**config.mk**
```make
export PLATFORM = sky130hd
export DESIGN_NAME = hdlc_byte_unstuff_deframer
export DESIGN_NICKNAME = d
export VERILOG_FILES = /design/src/design/hbd_pkg.sv /design/src/design/hbd_front.sv /design/src/design/hbd_queue.sv /design/src/design/hbd_back.sv /design/src/design/hdlc_byte_unstuff_deframer.sv
export VERILOG_INCLUDE_DIRS = /design/src /design/src/design
export SDC_FILE = /design/constraint.sdc
export NUM_CORES = 1
export LEC_CHECK = 0
export ABC_AREA = 0
export BUFFER_PORTS_ARGS = -buffer_cell sky130_fd_sc_hd__buf_2
export CAP_MARGIN = 10
export CORE_ASPECT_RATIO = 0.6
export CORE_UTILIZATION = 45
export DETAILED_ROUTE_END_ITERATION = 10
export HOLD_SLACK_MARGIN = 0.1
export PLACE_DENSITY = 0.72
export SLEW_MARGIN = 30
export SYNTH_ARGS = -nofsm -noshare
export SYNTH_HDL_FRONTEND = slang
export SYNTH_SLANG_ARGS = --single-unit
export TNS_END_PERCENT = 100
```
**constraint.sdc**
```tcl
create_clock -name clk_i -period 14 [get_ports clk_i]
set_clock_uncertainty 0.15 [all_clocks]
set_input_delay 0.7 -clock clk_i [delete_from_list [all_inputs] [get_ports clk_i]]
set_output_delay 0.7 -clock clk_i [all_outputs]
set_load 0.01 [all_outputs]
```
**src/design/assert_macros.svh**
```systemverilog
// ----------------------------------------------------------------------------
// assert_macros.svh
// Concurrent assertion helpers shared by the RTL.
// ----------------------------------------------------------------------------
`ifndef ASSERT_MACROS_SVH
`define ASSERT_MACROS_SVH

`ifndef SYNTHESIS
`define HBD_ASSERT(lbl, clk, rstn, prop, msg) \
  lbl: assert property (@(posedge clk) disable iff (!rstn) (prop)) else $error(msg);
`define HBD_ASSERT_NEVER(lbl, clk, rstn, cond, msg) \
  `HBD_ASSERT(lbl, clk, rstn, !(cond), msg)
`else
`define HBD_ASSERT(lbl, clk, rstn, prop, msg)
`define HBD_ASSERT_NEVER(lbl, clk, rstn, cond, msg)
`endif

`endif

```
**src/design/hbd_pkg.sv**
```systemverilog
// ----------------------------------------------------------------------------
// hbd_pkg
// Shared types, constants and the CRC-16/X.25 byte update.
// ----------------------------------------------------------------------------
package hbd_pkg;

  localparam logic [7:0]  FLAG_OCTET   = 8'h7E;
  localparam logic [7:0]  ESC_OCTET    = 8'h7D;
  localparam logic [7:0]  ESC_XOR      = 8'h20;
  localparam logic [15:0] CRC_INIT     = 16'hFFFF;
  localparam logic [15:0] CRC_GOOD     = 16'hF0B8;
  localparam logic [15:0] CRC_POLY     = 16'h8408;
  localparam logic [15:0] COUNT_MAX    = 16'hFFFF;
  localparam logic [15:0] OVERHEAD_LEN = 16'd4;

  localparam int          MAX_MIN_LENGTH = 8;
  localparam logic [3:0]  MIN_LEN_FLOOR  = 4'd4;
  localparam logic [3:0]  MIN_LEN_CEIL   = 4'(MAX_MIN_LENGTH);
  localparam int          HB_DEPTH       = MAX_MIN_LENGTH;
  localparam int          HB_IDX_W       = $clog2(HB_DEPTH);
  localparam int          BURST_MAX      = 4;
  localparam int          BURST_IDX_W    = $clog2(BURST_MAX);
  localparam int          BURST_CNT_W    = $clog2(BURST_MAX + 1);
  localparam int          QUEUE_DEPTH    = 2;
  localparam int          QUEUE_PTR_W    = $clog2(QUEUE_DEPTH);
  localparam int          QUEUE_CNT_W    = $clog2(QUEUE_DEPTH + 1);

  typedef enum logic {
    KIND_INFO = 1'b0,
    KIND_END  = 1'b1
  } rec_kind_e;

  // One request for the back end: 1 to BURST_MAX records from one line byte.
  typedef struct packed {
    rec_kind_e                      kind;
    logic [BURST_CNT_W-1:0]         cnt;
    logic [BURST_MAX-1:0][7:0]      data;
    logic [7:0]                     addr;
    logic [7:0]                     ctrl;
    logic [15:0]                    len;
    logic                           good;
  } hbd_req_t;

  typedef struct packed {
    logic                   full;
    logic                   empty;
    logic [QUEUE_CNT_W-1:0] count;
  } hbd_qstat_t;

  function automatic logic [15:0] crc_byte(input logic [15:0] crc, input logic [7:0] b);
    logic [15:0] c;
    c = crc ^ {8'h00, b};
    for (int k = 0; k < 8; k++) begin
      c = c[0] ? ((c >> 1) ^ CRC_POLY) : (c >> 1);
    end
    return c;
  endfunction

  function automatic logic [3:0] clamp_min(input logic [3:0] v);
    if (v < MIN_LEN_FLOOR) begin
      return MIN_LEN_FLOOR;
    end else if (v > MIN_LEN_CEIL) begin
      return MIN_LEN_CEIL;
    end
    return v;
  endfunction

endpackage

```
**src/design/hbd_front.sv**
```systemverilog
// ----------------------------------------------------------------------------
// hbd_front
// Unstuffs line bytes, tracks frame state and CRC, builds record requests.
// ----------------------------------------------------------------------------
module hbd_front import hbd_pkg::*; (
  input  logic       clk_i,
  input  logic       rst_ni,
  input  logic       accept_i,
  input  logic [7:0] rx_byte_i,
  input  logic [3:0] min_len_i,
  output logic       push_o,
  output hbd_req_t   req_o
);

  logic                 inside_q, inside_d;
  logic                 esc_q, esc_d;
  logic [15:0]          cnt_q, cnt_d;
  logic [7:0]           addr_q, addr_d;
  logic [7:0]           ctrl_q, ctrl_d;
  logic [15:0]          crc_q, crc_d;
  logic [3:0]           fmin_q, fmin_d;
  logic [7:0]           hb_q [HB_DEPTH];
  logic [7:0]           hb_d [HB_DEPTH];

  logic [7:0]           b;
  logic [15:0]          fmin_w;
  logic [HB_IDX_W-1:0]  tail_idx;
  logic [3:0]           burst_n;

  assign fmin_w   = {12'h000, fmin_q};
  assign tail_idx = HB_IDX_W'(fmin_q - 4'd2);
  assign burst_n  = fmin_q - MIN_LEN_FLOOR;

  always_comb begin
    inside_d = inside_q;
    esc_d    = esc_q;
    cnt_d    = cnt_q;
    addr_d   = addr_q;
    ctrl_d   = ctrl_q;
    crc_d    = crc_q;
    fmin_d   = fmin_q;
    hb_d     = hb_q;
    push_o   = 1'b0;
    req_o    = '0;
    req_o.kind = KIND_INFO;
    b        = esc_q ? (rx_byte_i ^ ESC_XOR) : rx_byte_i;

    if (accept_i) begin
      if (rx_byte_i == FLAG_OCTET) begin
        if (inside_q && (cnt_q >= fmin_w)) begin
          push_o     = 1'b1;
          req_o.kind = KIND_END;
          req_o.cnt  = BURST_CNT_W'(1);
          req_o.addr = addr_q;
          req_o.ctrl = ctrl_q;
          req_o.len  = cnt_q - OVERHEAD_LEN;
          req_o.good = (crc_q == CRC_GOOD);
        end
        inside_d = 1'b1;
        esc_d    = 1'b0;
        cnt_d    = '0;
        crc_d    = CRC_INIT;
        fmin_d   = clamp_min(min_len_i);
      end else if (!inside_q) begin
        // idle bytes before the first flag
      end else if (rx_byte_i == ESC_OCTET) begin
        esc_d = 1'b1;
      end else begin
        esc_d = 1'b0;
        crc_d = crc_byte(crc_q, b);
        if (cnt_q < fmin_w) begin
          if (cnt_q == 16'd0) addr_d = b;
          if (cnt_q == 16'd1) ctrl_d = b;
          if (cnt_q < 16'(HB_DEPTH)) hb_d[cnt_q[HB_IDX_W-1:0]] = b;
          if (cnt_q == fmin_w - 16'd1) begin
            // min length reached: release held info bytes, keep the last two back
            for (int k = 0; k < BURST_MAX; k++) begin
              req_o.data[k] = hb_q[k + 2];
            end
            req_o.cnt = BURST_CNT_W'(burst_n);
            push_o    = (burst_n != 4'd0);
            hb_d[0]   = hb_q[tail_idx];
            hb_d[1]   = b;
          end
        end else begin
          push_o        = 1'b1;
          req_o.cnt     = BURST_CNT_W'(1);
          req_o.data[0] = hb_q[0];
          hb_d[0]       = hb_q[1];
          hb_d[1]       = b;
        end
        if (cnt_q != COUNT_MAX) cnt_d = cnt_q + 16'd1;
      end
    end
  end

  always_ff @(posedge clk_i or negedge rst_ni) begin
    if (!rst_ni) begin
      inside_q <= 1'b0;
      esc_q    <= 1'b0;
      cnt_q    <= '0;
      addr_q   <= '0;
      ctrl_q   <= '0;
      crc_q    <= CRC_INIT;
      fmin_q   <= MIN_LEN_FLOOR;
    end else begin
      inside_q <= inside_d;
      esc_q    <= esc_d;
      cnt_q    <= cnt_d;
      addr_q   <= addr_d;
      ctrl_q   <= ctrl_d;
      crc_q    <= crc_d;
      fmin_q   <= fmin_d;
    end
  end

  always_ff @(posedge clk_i) begin
    hb_q <= hb_d;
  end

endmodule

```
**src/design/hbd_queue.sv**
```systemverilog
// ----------------------------------------------------------------------------
// hbd_queue
// Short request queue between the front and back ends.
// ----------------------------------------------------------------------------
module hbd_queue import hbd_pkg::*; (
  input  logic       clk_i,
  input  logic       rst_ni,
  input  logic       push_i,
  input  hbd_req_t   push_req_i,
  input  logic       pop_i,
  output hbd_req_t   head_o,
  output hbd_qstat_t stat_o
);

  hbd_req_t               mem_q [QUEUE_DEPTH];
  logic [QUEUE_PTR_W-1:0] wptr_q, wptr_d;
  logic [QUEUE_PTR_W-1:0] rptr_q, rptr_d;
  logic [QUEUE_CNT_W-1:0] cnt_q, cnt_d;
  logic                   do_push, do_pop;

  assign stat_o.full  = (cnt_q == QUEUE_CNT_W'(QUEUE_DEPTH));
  assign stat_o.empty = (cnt_q == '0);
  assign stat_o.count = cnt_q;
  assign head_o       = mem_q[rptr_q];

  assign do_push = push_i && !stat_o.full;
  assign do_pop  = pop_i && !stat_o.empty;

  always_comb begin
    wptr_d = wptr_q;
    rptr_d = rptr_q;
    cnt_d  = cnt_q;
    if (do_push) begin
      wptr_d = (wptr_q == QUEUE_PTR_W'(QUEUE_DEPTH - 1)) ? '0 : wptr_q + 1'b1;
    end
    if (do_pop) begin
      rptr_d = (rptr_q == QUEUE_PTR_W'(QUEUE_DEPTH - 1)) ? '0 : rptr_q + 1'b1;
    end
    case ({do_push, do_pop})
      2'b10:   cnt_d = cnt_q + 1'b1;
      2'b01:   cnt_d = cnt_q - 1'b1;
      default: cnt_d = cnt_q;
    endcase
  end

  always_ff @(posedge clk_i or negedge rst_ni) begin
    if (!rst_ni) begin
      wptr_q <= '0;
      rptr_q <= '0;
      cnt_q  <= '0;
    end else begin
      wptr_q <= wptr_d;
      rptr_q <= rptr_d;
      cnt_q  <= cnt_d;
    end
  end

  always_ff @(posedge clk_i) begin
    if (do_push) mem_q[wptr_q] <= push_req_i;
  end

endmodule

```
**src/design/hbd_back.sv**
```systemverilog
// ----------------------------------------------------------------------------
// hbd_back
// Expands queued requests into records, one per cycle unless the consumer stalls, into an output register.
// ----------------------------------------------------------------------------
module hbd_back import hbd_pkg::*; (
  input  logic       clk_i,
  input  logic       rst_ni,
  input  logic       head_valid_i,
  input  hbd_req_t   head_i,
  output logic       pop_o,
  output logic       rec_valid_o,
  input  logic       rec_ready_i,
  output logic       record_kind_o,
  output logic [7:0] info_byte_o,
  output logic [7:0] frame_address_o,
  output logic [7:0] frame_control_o,
  output logic [15:0] info_length_o,
  output logic       fcs_good_o,
  output logic       last_of_run_o
);

  logic [BURST_IDX_W-1:0] idx_q, idx_d;
  logic                   ov_q, ov_d;
  logic                   load, last;

  logic        kind_q;
  logic [7:0]  info_q, addr_q, ctrl_q;
  logic [15:0] len_q;
  logic        good_q, lor_q;

  assign load  = head_valid_i && (!ov_q || rec_ready_i);
  assign last  = (BURST_CNT_W'(idx_q) + BURST_CNT_W'(1)) == head_i.cnt;
  assign pop_o = load && last;

  always_comb begin
    idx_d = idx_q;
    ov_d  = ov_q;
    if (load) begin
      ov_d  = 1'b1;
      idx_d = last ? '0 : idx_q + 1'b1;
    end else if (rec_ready_i) begin
      ov_d = 1'b0;
    end
  end

  always_ff @(posedge clk_i or negedge rst_ni) begin
    if (!rst_ni) begin
      idx_q <= '0;
      ov_q  <= 1'b0;
    end else begin
      idx_q <= idx_d;
      ov_q  <= ov_d;
    end
  end

  always_ff @(posedge clk_i) begin
    if (load) begin
      kind_q <= head_i.kind;
      info_q <= head_i.data[idx_q];
      addr_q <= head_i.addr;
      ctrl_q <= head_i.ctrl;
      len_q  <= head_i.len;
      good_q <= head_i.good;
      lor_q  <= last;
    end
  end

  assign rec_valid_o     = ov_q;
  assign record_kind_o   = kind_q;
  assign info_byte_o     = info_q;
  assign frame_address_o = addr_q;
  assign frame_control_o = ctrl_q;
  assign info_length_o   = len_q;
  assign fcs_good_o      = good_q;
  assign last_of_run_o   = lor_q;

endmodule

```
**src/design/hdlc_byte_unstuff_deframer.sv**
```systemverilog
// ----------------------------------------------------------------------------
// hdlc_byte_unstuff_deframer
// Async HDLC byte deframer: unstuffing, CRC-16/X.25 check, info streaming.
// ----------------------------------------------------------------------------
// Path: the line byte that causes a record is registered as a queue request, then in the output register.
// Throughput: one line byte per cycle while the request queue is not full; records
// leave at one per cycle unless the consumer stalls, so the burst at minimum length
// (up to 4 records) holds the front once the two-entry request queue is full.
// Reset: asynchronous, active low; idle before first flag, min length 4.
// ----------------------------------------------------------------------------
`include "assert_macros.svh"

module hdlc_byte_unstuff_deframer import hbd_pkg::*; (
  input  logic        clk_i,
  input  logic        rst_ni,
  input  logic        cfg_we_i,
  input  logic [3:0]  cfg_wdata_i,
  input  logic        rx_valid_i,
  output logic        rx_ready_o,
  input  logic [7:0]  rx_byte_i,
  output logic        rec_valid_o,
  input  logic        rec_ready_i,
  output logic        record_kind_o,
  output logic [7:0]  info_byte_o,
  output logic [7:0]  frame_address_o,
  output logic [7:0]  frame_control_o,
  output logic [15:0] info_length_o,
  output logic        fcs_good_o,
  output logic        last_of_run_o
);

  logic [3:0] min_len_q;
  logic       accept, push, pop;
  hbd_req_t   push_req, head;
  hbd_qstat_t qstat;

  always_ff @(posedge clk_i or negedge rst_ni) begin
    if (!rst_ni) begin
      min_len_q <= MIN_LEN_FLOOR;
    end else if (cfg_we_i) begin
      min_len_q <= cfg_wdata_i;
    end
  end

  assign rx_ready_o = !qstat.full;
  assign accept     = rx_valid_i && rx_ready_o;

  hbd_front u_front (
    .clk_i     (clk_i),
    .rst_ni    (rst_ni),
    .accept_i  (accept),
    .rx_byte_i (rx_byte_i),
    .min_len_i (min_len_q),
    .push_o    (push),
    .req_o     (push_req)
  );

  hbd_queue u_queue (
    .clk_i      (clk_i),
    .rst_ni     (rst_ni),
    .push_i     (push),
    .push_req_i (push_req),
    .pop_i      (pop),
    .head_o     (head),
    .stat_o     (qstat)
  );

  hbd_back u_back (
    .clk_i           (clk_i),
    .rst_ni          (rst_ni),
    .head_valid_i    (!qstat.empty),
    .head_i          (head),
    .pop_o           (pop),
    .rec_valid_o     (rec_valid_o),
    .rec_ready_i     (rec_ready_i),
    .record_kind_o   (record_kind_o),
    .info_byte_o     (info_byte_o),
    .frame_address_o (frame_address_o),
    .frame_control_o (frame_control_o),
    .info_length_o   (info_length_o),
    .fcs_good_o      (fcs_good_o),
    .last_of_run_o   (last_of_run_o)
  );

  `HBD_ASSERT_NEVER(a_push_when_full, clk_i, rst_ni, push && qstat.full, "request lost: queue full")
  `HBD_ASSERT(a_qcount_range, clk_i, rst_ni, qstat.count <= QUEUE_CNT_W'(QUEUE_DEPTH), "queue count overflow")
  `HBD_ASSERT(a_end_is_last, clk_i, rst_ni, (rec_valid_o && record_kind_o) |-> last_of_run_o, "end record not last of run")
  `HBD_ASSERT(a_info_clean, clk_i, rst_ni, (rec_valid_o && !record_kind_o) |-> (info_length_o == 16'd0 && !fcs_good_o), "info record carries end fields")

endmodule
```
Word-level counts from Yosys, hierarchy flattened:

Memory sizes are Yosys's and may differ from the RTL's.
Index checks and enable logic that the tools add are counted.

* input port bits: 17
* memories kept: 1
* flip-flop bits (word level): 172
* output and inout port bits: 45
* word-level logic and storage cells: 166
* RAM bits: 138

Memories
* u_queue.mem_q: words 2, bits a word 69, read ports 1, clocked after Yosys merged registers in 0, write ports 1, RTL line hbd_queue.sv:15 `hbd_req_t mem_q [QUEUE_DEPTH];`

* multiplexer cells: 65
* magnitude comparators: 9
* bitwise logic cells: 14
* add/subtract/negate cells: 11
* eq/ne operators: 12
* reduce and logical (&&, ||, !) cells: 26

Operators by type and width (count)
* $mux 16: 17
* $mux 35: 3
* $mux 69: 1
* $mux 33: 2
* $bwmux 64: 1
* $mux 64: 1
* $mux 8: 5
* $mux 32: 1
* $bmux 8 s3: 1
* $demux 8 s3: 1
* $mux 24: 1
* $not 2->3: 8
* $mux 1: 21
* $reduce_and 6->1: 3
* $add 16x1->16 const B: 1
* $bmux 8 s2: 1
* $eq 16x1->1 const B: 1
* $eq 16x16->1: 1
* $eq 16x16->1 const B: 1
* $eq 8x7->1 const B: 2
* $ge 16x4->1: 1
* $logic_not 16->1: 1
* $lt 16x4->1: 1
* $lt 16x4->1 const B: 1
* 37 further kinds: 60

Longest topological paths before layout:

Gate-level depths: netlist of run 1.

* word-level depth: 22
* depth in mapped cells: 14

Modules after synthesis:

Synthesis of run 1 repeated with hierarchy kept, for this count alone.

* cells, all modules: 905
* area, all modules: 13972.2 µm²

By module, submodules not included
* hbd_front: seq. area each 3294.4 µm², area each 6575.1 µm², cells each 589, instances 1
* hbd_queue: seq. area each 4244.1 µm², area each 5527.8 µm², cells each 233, instances 1
* hbd_back: seq. area each 1366.3 µm², area each 1709.1 µm², cells each 72, instances 1
* hdlc_byte_unstuff_deframer: seq. area each 101.3 µm², area each 160.2 µm², cells each 11, instances 1

Worst setup path after synthesis of run 1:

No wires, ideal clock.

* kind: register to register
* start: reg u_front.fmin_q[1]
* end: mem u_queue.mem_q[1][0] in the netlist's numbering, enable pin
* cell stages (with the launch flop): 11
* setup slack: 7.552 ns
* required time: 13.346 ns
* period minus slack after synthesis: 6.448 ns
* arrival time: 5.794 ns
* cell sequence: dfrtp_1 > clkbuf_1 > clkbuf_1 > clkbuf_1 > inv_1 > ha_1 > nand3_1 > mux2_2 > nor4_4 > a31oi_1 > nor2b_1

* cells in the longest elaborated chain, start to end: 11
* elaborated cells between the ends (all ways): 17
* those cells by class: add/sub (2); order compare (2); eq/ne (1); mux (9); reduce/logical (3)

RTL lines
* start, declared: RTL line hbd_front.sv:21 `logic [3:0] fmin_q, fmin_d;`
* start signal, assigned: RTL line hbd_front.sv:113 `fmin_q <= fmin_d;`
* $sub 4x1->5 / $sub 4x3->4 (equally long branches): RTL line hbd_front.sv:75, hbd_front.sv:32
* $eq 16x16->1 / $reduce_bool 4->1 (equally long branches): RTL line hbd_front.sv:75, hbd_front.sv:81
* $mux 1: RTL line hbd_front.sv:75 `if (cnt_q == fmin_w - 16'd1) begin`
* $mux 1: RTL line hbd_front.sv:71 `if (cnt_q < fmin_w) begin`
* $mux 1: RTL line hbd_front.sv:66 `end else if (rx_byte_i == ESC_OCTET) begin`
* $mux 1: RTL line hbd_front.sv:64 `end else if (!inside_q) begin`
* $mux 1 (*): RTL line hbd_front.sv:49 `if (rx_byte_i == FLAG_OCTET) begin`
* $mux 1 (*): RTL line hbd_front.sv:48 `if (accept_i) begin`
* $logic_and 1x1->1 (*): RTL line hbd_queue.sv:26 `assign do_push = push_i && !stat_o.full;`
* $mux 1 (*): RTL line hbd_queue.sv:59 `if (do_push) mem_q[wptr_q] <= push_req_i;`
* $mux 1 (not written as such) (*): RTL line hbd_queue.sv:59
* end, declared: RTL line hbd_queue.sv:15

Every way passes the cells marked *; elsewhere a longest branch is shown, timed or not.

Worst setup path in the final report of run 1:

* start: reg u_front.fmin_q[0]
* end: mem u_queue.mem_q[0][43] in the netlist's numbering, enable pin

Same word-level chain as after synthesis.

==> results_dict.tcl, run 1 <==
set metrics [dict create \
    cts_inserted_buffers 27 \
    yosys.area_share.simple_pct 9.131 \
    boundaryPins 62 \
    max_freq_mhz 186.3 \
    timing.hold.ws_ps 83.69 \
    wl_per_cell_um 20.68 \
    cp_data_arrival_time_ps 5390 \
    synth_nets 890 \
    synth-xor-area-share_pct 3.322 \
    grt_max_degree 66 \
    netSwitchingFraction_pct 31.96 \
    maxSlewHeadroom_pct 38.51 \
    power.switching_uw 981.2 \
    cts_setup_buffers 0 \
    post-route-drc-count 0 \
    outcome "finished, final reports clean" \
    start_util_pct 45.82 \
    dieWidth_um 223.0 \
    post_synth_instance_area_mm2 0.01318 \
    worst_setup_path_end_kind "register" \
    number_of_detailed_route_iterations_in_the_first_pass 5 \
    min_period_ps 5368 \
    number_of_antenna_violations_at_the_first_check_in_global_routing 1 \
    filler_cell_count 2362 \
    sequential_fraction_of_the_synthesis_area_pct 68.32 \
    detailedPlacementHpwl_mm 17.27 \
    worst-r2r-cell-count 9 \
    synth_async_sr_flop_share_pct 20.97 \
    clock_power_share_pct 22.6 \
    internal_power_uw 2089 \
    post_cts_resize_count 0 \
    worst-endpoint-required_ps 14020 \
    ff_latch_count_synth 310 \
    ff_latch_area_mm2 0.009007 \
    syn_area_per_cell_um2 15.40 \
    pwr-share-seq_pct 48.1 \
    clkLatencyLatePin_ps 560 \
    rsz0062_at_grt "no" \
    clock_tree_from_tritoncts "yes" \
    ant_nets 0 \
    cts-root-to-sink-buffers 3 \
    max_slew.worst_pin.slew_ps 922.3 \
    maxCapViolCount 0 \
    final-setup-viol-count 0 \
    syn-instance-count 856 \
    area_growth_syn_to_layout_pct 11.45 \
    worstHoldPathType "in -> async" \
    synth-edff-count 245 \
    final_common_cell "edfxtp_1" \
    reg2reg_slack_ps 8630 \
    synth.yosys.warnings 0 \
    number_of_unique_standard_cell_types_used_by_synthesis 59 \
    io_buffers 61 \
    grt_first_pass_wirelength_mm 41.42 \
    final_core_utilization_pct 51.07 \
    compound_gate_fraction_of_synth_area_pct 5.211 \
    power.density_mw_per_mm2 209.0 \
    p_comb_share_pct 29.4 \
    leading_cell_types_in_the_layout_fill_and_taps_excluded "edfxtp_1 (245), mux2_2 (63), buf_2 (61), nor2_1 (46), dfrtp_1 (46)" \
    timing.setup.critical_path_class "reg -> reg" \
    cts_num_sinks 310 \
    ys_dominant_reg_cell "edfxtp_1" \
    clock_tree.htree_level_count 1 \
    reg2reg_from "u_front.fmin_q[0]" \
    num-nets-final 946 \
    synth.mux.area_fraction_pct 10.39 \
    avgViaCountPerCell 5.729 \
    std_cell_rows 48 \
    p_leak_uw 0.005332 \
    yosys.area_share.adder_pct 1.614 \
    ir_drop_mv 0.1145 \
    worst-path-max-fanout 50 \
    clk_pin_slew_ps 70 \
    ctsRootBufferMaster "clkbuf_16" \
    detail_route.wirelength_mm 26.99 \
    drt-initial-drc-count 759 \
    slew_violations 0 \
    worstSetupStartpointType "register" \
    floorplan.die.height_um 134.6 \
    final_weighted_congestion_in_routability_driven_placement 0.8942 \
    globalRoute.totalOverflow 0 \
    first_global_vias 7029 \
    cts_hold_buffers 0 \
    footprint_of_the_multi_input_gates_mm2 0.003943 \
    combinational_family_with_the_most_area_after_synthesis "multiplexers" \
    vias 7476 \
    design.die.area_mm2 0.03000 \
    regToRegEndpoint "u_queue.mem_q[0][43]" \
    coreArea_mm2 0.02877 \
    min_period_over_period_pct 38.35 \
    tns_ps 0 \
    final_hold_viol_count 0 \
    grt.total_usage_pct 18.16 \
    post_route_cells_drive_above_1_share_pct 24.97 \
    design_power_total_uw 3070 \
]
==> critical path: stages (launching register included) <==
cell and delay (ps):
dfrtp_1 790, clkinv_1 730, ha_1 480, nand3_1 100, mux2_2 360, nor4_4 240
buf_4 380, a31oi_1 360, nor2_4 630, buf_4 730
==> flip-flops by register name (all words and copies together) (netlist names) <==
name and cells:
u_back.info_length_o 16, u_queue.mem_q 138, u_back.last_of_run_o 1, u_back.frame_control_o 8
u_front.crc_q 16, u_back.record_kind_o 1, u_queue.rptr_q 1, u_back.rec_valid_o 1
u_back.info_byte_o 8, u_queue.wptr_q 1, u_front.cnt_q 16, u_front.hb_q 64
u_front.inside_q 1, u_front.addr_q 8, u_back.frame_address_o 8, u_back.idx_q 2
u_front.ctrl_q 8, u_back.fcs_good_o 1, min_len_q 4, u_front.fmin_q 4
u_queue.cnt_q 2, u_front.esc_q 1
==> power groups by stage <==
stage	logic [uW]	clock network, uW	registers (uW)
after global placement	885	0	1490
after floorplan	642	0	1470
after detailed placement	898	0	1490
after global routing	980	742	1500
final	902	692	1480
after CTS	906	706	1480
==> stage by stage <==
step	cell area [um^2]	instances	setup slack [ps]
floorplan	13180	856	7552
CTS	14670	1304	8573
finish	14690	1305	8632
global route	14690	1304	8186
detailed placement	13890	1258	8616
global placement	13880	1258	8728
==> final cells by class <==
| class | instances | area share [%] |
|---|---|---|
| Tap cell | 375 | 3.194 |
| Antenna cell | 1 | 0.01703 |
| Clock inverter | 13 | 0.6047 |
| Multi-Input combinational cell | 481 | 26.84 |
| Sequential cell | 310 | 61.32 |
| Clock buffer | 33 | 4.753 |
| Timing Repair Buffer | 76 | 2.870 |
| Inverter | 16 | 0.4088 |
==> metal layers <==
layer | share of wire (%) | routed length, um | track usage, % | up-vias
met5 | 0 | 0 | 0 | -
met4 | 1.2 | 333 | 2.912 | 0
met3 | 8.1 | 2197 | 4.199 | 32
met2 | 40 | 10840 | 24.32 | 250
met1 | 50 | 13620 | 29.93 | 3810
li1 | - | - | - | 3384
==> how the worst max path moves through the flow <==
stage	slack [ps]	depth (start not counted)	to	from
floorplan	7550	10	u_queue.mem_q[1][0]	u_front.fmin_q[1]
global placement	8730	9	u_queue.mem_q[1][62]	u_front.fmin_q[0]
detailed placement	8620	9	u_queue.mem_q[0][54]	u_front.fmin_q[0]
CTS	8570	9	u_queue.mem_q[0][39]	u_front.fmin_q[0]
global route	8190	9	u_queue.mem_q[0][39]	u_front.fmin_q[0]
finish	8630	9	u_queue.mem_q[0][43]	u_front.fmin_q[0]
==> synthesized netlist by cell type (all sizes together), types with 3 or more instances <==
cell,count,area (um^2)
o221ai,8,70.07
inv,15,56.30
dfrtp,47,1176
nor2b,10,62.56
nand2,35,131.4
mux2,63,709.4
and2,21,131.4
mux2i,12,120.1
xor2,17,148.9
a221o,8,80.08
mux4,24,540.5
dfstp,18,473.0
buf,20,95.09
a21oi,29,145.1
nor3,14,70.07
or4,8,63.81
o31ai,3,22.52
nand4,11,75.07
nor2,49,183.9
ha,17,212.7
o21ai,15,75.07
a22o,8,70.07
clkbuf,29,108.9
edfxtp,245,7357
or3,11,68.82
and3,27,168.9
o2111a,8,90.09
nor4,11,83.83
xnor2,33,289.0
nand3,12,65.06
==> cells by family (layout without fill, tap and decap cells) <==
group	after synthesis	in the layout
AO/OA/AOI/OAI	95	95
AND/OR/NAND/NOR	220	220
multiplexers	99	99
other	0	1
adder cells (fa/ha/maj)	17	17
buffers and inverters	65	138
XOR/XNOR	50	50
flip-flops	310	310
No activity file was read; power rests on OpenSTA's default activity.
==> inputs of run 2 (changes only) <==
--- a/config.mk
+++ b/config.mk
@@ -6,7 +6,7 @@
 export SDC_FILE = /design/constraint.sdc
 export NUM_CORES = 1
 export LEC_CHECK = 0
-export ABC_AREA = 0
+export ABC_AREA = 1
 export BUFFER_PORTS_ARGS = -buffer_cell sky130_fd_sc_hd__buf_2
 export CAP_MARGIN = 10
 export CORE_ASPECT_RATIO = 0.6
==> constraint.sdc (replaced) <==
create_clock -name clk_i -period 5.3 [get_ports clk_i]
set_clock_uncertainty 0.15 [all_clocks]
set_input_delay 0.265 -clock clk_i [delete_from_list [all_inputs] [get_ports clk_i]]
set_output_delay 0.265 -clock clk_i [all_outputs]
set_load 0.01 [all_outputs]
==> results_dict.tcl, run 2 <==
set metrics [dict create \
    synth.yosys.warnings 0 \
    ff_latch_area_mm2 0.009007 \
    p_leak_uw 0.006268 \
    final_common_cell "nand2_1" \
    cts_inserted_buffers 28 \
    final_design_area_no_fill_mm2 0.01545 \
    power.density_mw_per_mm2 628.6 \
    tns_ps 0 \
    avgViaCountPerCell 5.294 \
    largest_register_ffs 138 \
    ctsRootBufferMaster "clkbuf_16" \
    drt-initial-drc-count 1174 \
    final_weighted_congestion_in_routability_driven_placement 0.9312 \
    dieWidth_um 226.9 \
    worst-path-max-fanout 37 \
    synth_nets 1322 \
    ys_top_cells_by_count "nand2_1 (270), edfxtp_1 (245), nor2_1 (174), inv_1 (124), o21ai_0 (107)" \
    detail_route.wirelength_mm 31.68 \
    ant_nets 0 \
    clk_pin_slew_ps 70 \
    vias 9418 \
    worst_setup_path_end_kind "register" \
    max_slew.worst_pin.slew_ps 898.7 \
    max_freq_mhz 233.4 \
    filler_cell_count 2586 \
    synth_async_sr_flop_share_pct 20.97 \
    grt_max_degree 71 \
    pre_cts_slack_ps 1060 \
    footprint_of_the_multi_input_gates_mm2 0.003913 \
    number_of_antenna_violations_at_the_first_check_in_global_routing 0 \
    worst-endpoint-required_ps 5370 \
    synth_top_cell_area_share_pct 53.85 \
    area_growth_syn_to_layout_pct 13.08 \
    num-nets-final 1392 \
    cp_data_arrival_time_ps 4350 \
    number_of_detailed_route_iterations_in_the_first_pass 7 \
    synth-edff-count 245 \
    worstSetupStartpointType "register" \
    globalRoute.totalOverflow 0 \
    min_period_over_period_pct 80.83 \
    maxSlewHeadroom_pct 39.86 \
    timing.setup.critical_path_class "reg -> reg" \
    clock_tree.htree_level_count 1 \
    maxCapViolCount 0 \
    min_period_ps 4284 \
    design_power_total_uw 9710 \
    outcome "finished, final reports clean" \
    worstHoldPathType "in -> async" \
    ys_dominant_reg_cell "edfxtp_1" \
    path_common_cell "nand2_1" \
    slew_violations 0 \
    number_of_unique_standard_cell_types_used_by_synthesis 45 \
    postPlaceCellArea_mm2 0.01431 \
    slowest_stage "inv_1" \
    timing.hold.ws_ps 174.0 \
    syn_area_per_cell_um2 10.61 \
    post_route_cells_drive_above_1_share_pct 12.55 \
    design.die.area_mm2 0.03108 \
    std_cell_rows 48 \
    clkLatencyLatePin_ps 580 \
    ir_drop_mv 0.3189 \
    syn-instance-count 1288 \
    grt_first_pass_wirelength_mm 49.85 \
    final_hold_viol_count 0 \
    final-setup-viol-count 0 \
    start_util_pct 46.61 \
    post-route-drc-count 0 \
    detailedPlacementHpwl_mm 21.57 \
    floorplan.die.height_um 137.0 \
    cpLargestDelayFamily "buffers and inverters" \
    coreArea_mm2 0.02931 \
    yosysMostFrequentCell "nand2_1" \
    top_register "u_queue.mem_q" \
    yosysTopAreaCell "edfxtp_1" \
    synth_top_cells_by_area "edfxtp_1 (54%), dfrtp_1 (8.6%), nand2_1 (7.4%)" \
    wl_per_cell_um 17.81 \
    worst_stage_delay_on_the_critical_path_ps 650 \
    path_cells "inv_1 -> ha_1 -> inv_1 -> nand2_1 -> nand2_1 -> nand2_1 -> nand3_1 -> nor2_1 -> nand2_2 -> nand2_4 -> nand2_1 -> nand2_1 -> nand2_1 -> inv_2 -> buf_4" \
    grt.total_usage_pct 21.04 \
    boundaryPins 62 \
    first_global_vias 8592 \
    leading_cell_types_in_the_layout_fill_and_taps_excluded "nand2_1 (270), edfxtp_1 (245), nor2_1 (173), inv_1 (121), o21ai_0 (107)" \
    cts_num_sinks 310 \
    cts-root-to-sink-buffers 3 \
    cts_setup_buffers 0 \
    final_critical_path_setup_slack_ps 1016 \
    io_buffers 61 \
    diodes 0 \
    post_synth_instance_area_mm2 0.01366 \
    path_buf_inv 4 \
    rsz0062_at_grt "no" \
    clock_tree_from_tritoncts "yes" \
    ff_latch_count_synth 310 \
    layout_top_registers "u_queue.mem_q (138), u_front.hb_q (64)" \
    sequential_fraction_of_the_synthesis_area_pct 65.92 \
]
[run 2: cell count changes in the layout (fill, tap and decap cells not counted), sizes merged, moves of 15 or more]
| cell | change |
|---|---|
| and2 | -21 |
| and3 | -26 |
| nand2 | +242 |
| nor2 | +132 |
| nand3 | +42 |
| o21ai | +97 |
| mux2 | -60 |
| nand4 | +15 |
| xnor2 | -21 |
| inv | +115 |
| mux4 | -24 |
| dlygate4sd3 | +18 |
[run 2: per-stage QoR]
step                      cells  util, %
final                      1779    52.71
after global routing       1779    52.71
after CTS                  1779    52.69
after detailed placement   1710    48.81
after global placement     1710    48.81
after floorplan            1288        -
[run 2: repair_timing]
| action | in CTS | in global routing |
|---|---|---|
| hold buffers | 18 | 0 |
| gates resized for setup | 0 | 0 |
| hold endpoints to repair | 113 | 0 |
| setup endpoints to repair | 0 | 0 |
[run 2: power by group]
part / leakage (uW) / internal, uW / switching, uW
combinational: 0.00270 / 986 / 2320
clock: 0.000468 / 1190 / 902
sequential: 0.00310 / 3880 / 425
total: 0.00627 / 6060 / 3650
[run 2: logic make-up after synthesis]
group / count (synthesis) / synth area share [%]
multiplexers: 3 / 0.2473
XOR/XNOR: 32 / 2.051
adder cells (fa/ha/maj): 17 / 1.557
flip-flops: 310 / 65.92
AO/OA/AOI/OAI: 180 / 7.308
buffers and inverters: 183 / 5.495
AND/OR/NAND/NOR: 563 / 17.42
[run 2: per-layer routing]
metal	wire length, um	vias to the layer above	track usage, %	share of wire (%)
met5	0	-	0	0
met4	504	0	3.990	1.6
met3	3148	38	5.088	9.9
met2	12020	392	26.83	38
met1	16000	4505	35.10	51
li1	-	4483	-	-
[run 2: final timing paths]
path                                         from                   end  slack (ps)  depth (start not counted)
max in group asynchronous                  rst_ni        u_queue.rptr_q        4330                          3
worst min register to register  u_front.ctrl_q[4]     u_front.ctrl_q[4]         340                          2
min in group clk_i                     rx_valid_i         u_front.esc_q         240                          5
worst min-delay path                       rst_ni          min_len_q[0]         170                          3
worst max-delay path            u_front.fmin_q[1]  u_queue.mem_q[0][55]        1020                         15
worst max register to register  u_front.fmin_q[1]  u_queue.mem_q[0][55]        1020                         15
[run 2: area by class of cell]
cell class,instances,share of cell area [%]
Sequential cell,310,58.31
Multi-Input combinational cell,795,25.33
Clock buffer,38,5.102
Timing Repair Buffer,89,3.653
Inverter,134,3.280
Tap cell,400,3.240
Clock inverter,13,1.093
[run 2: worst min-delay path, cell delays in order]
cell and delay (ps):
dlygate4sd3_1 510, buf_2 100, buf_6 480
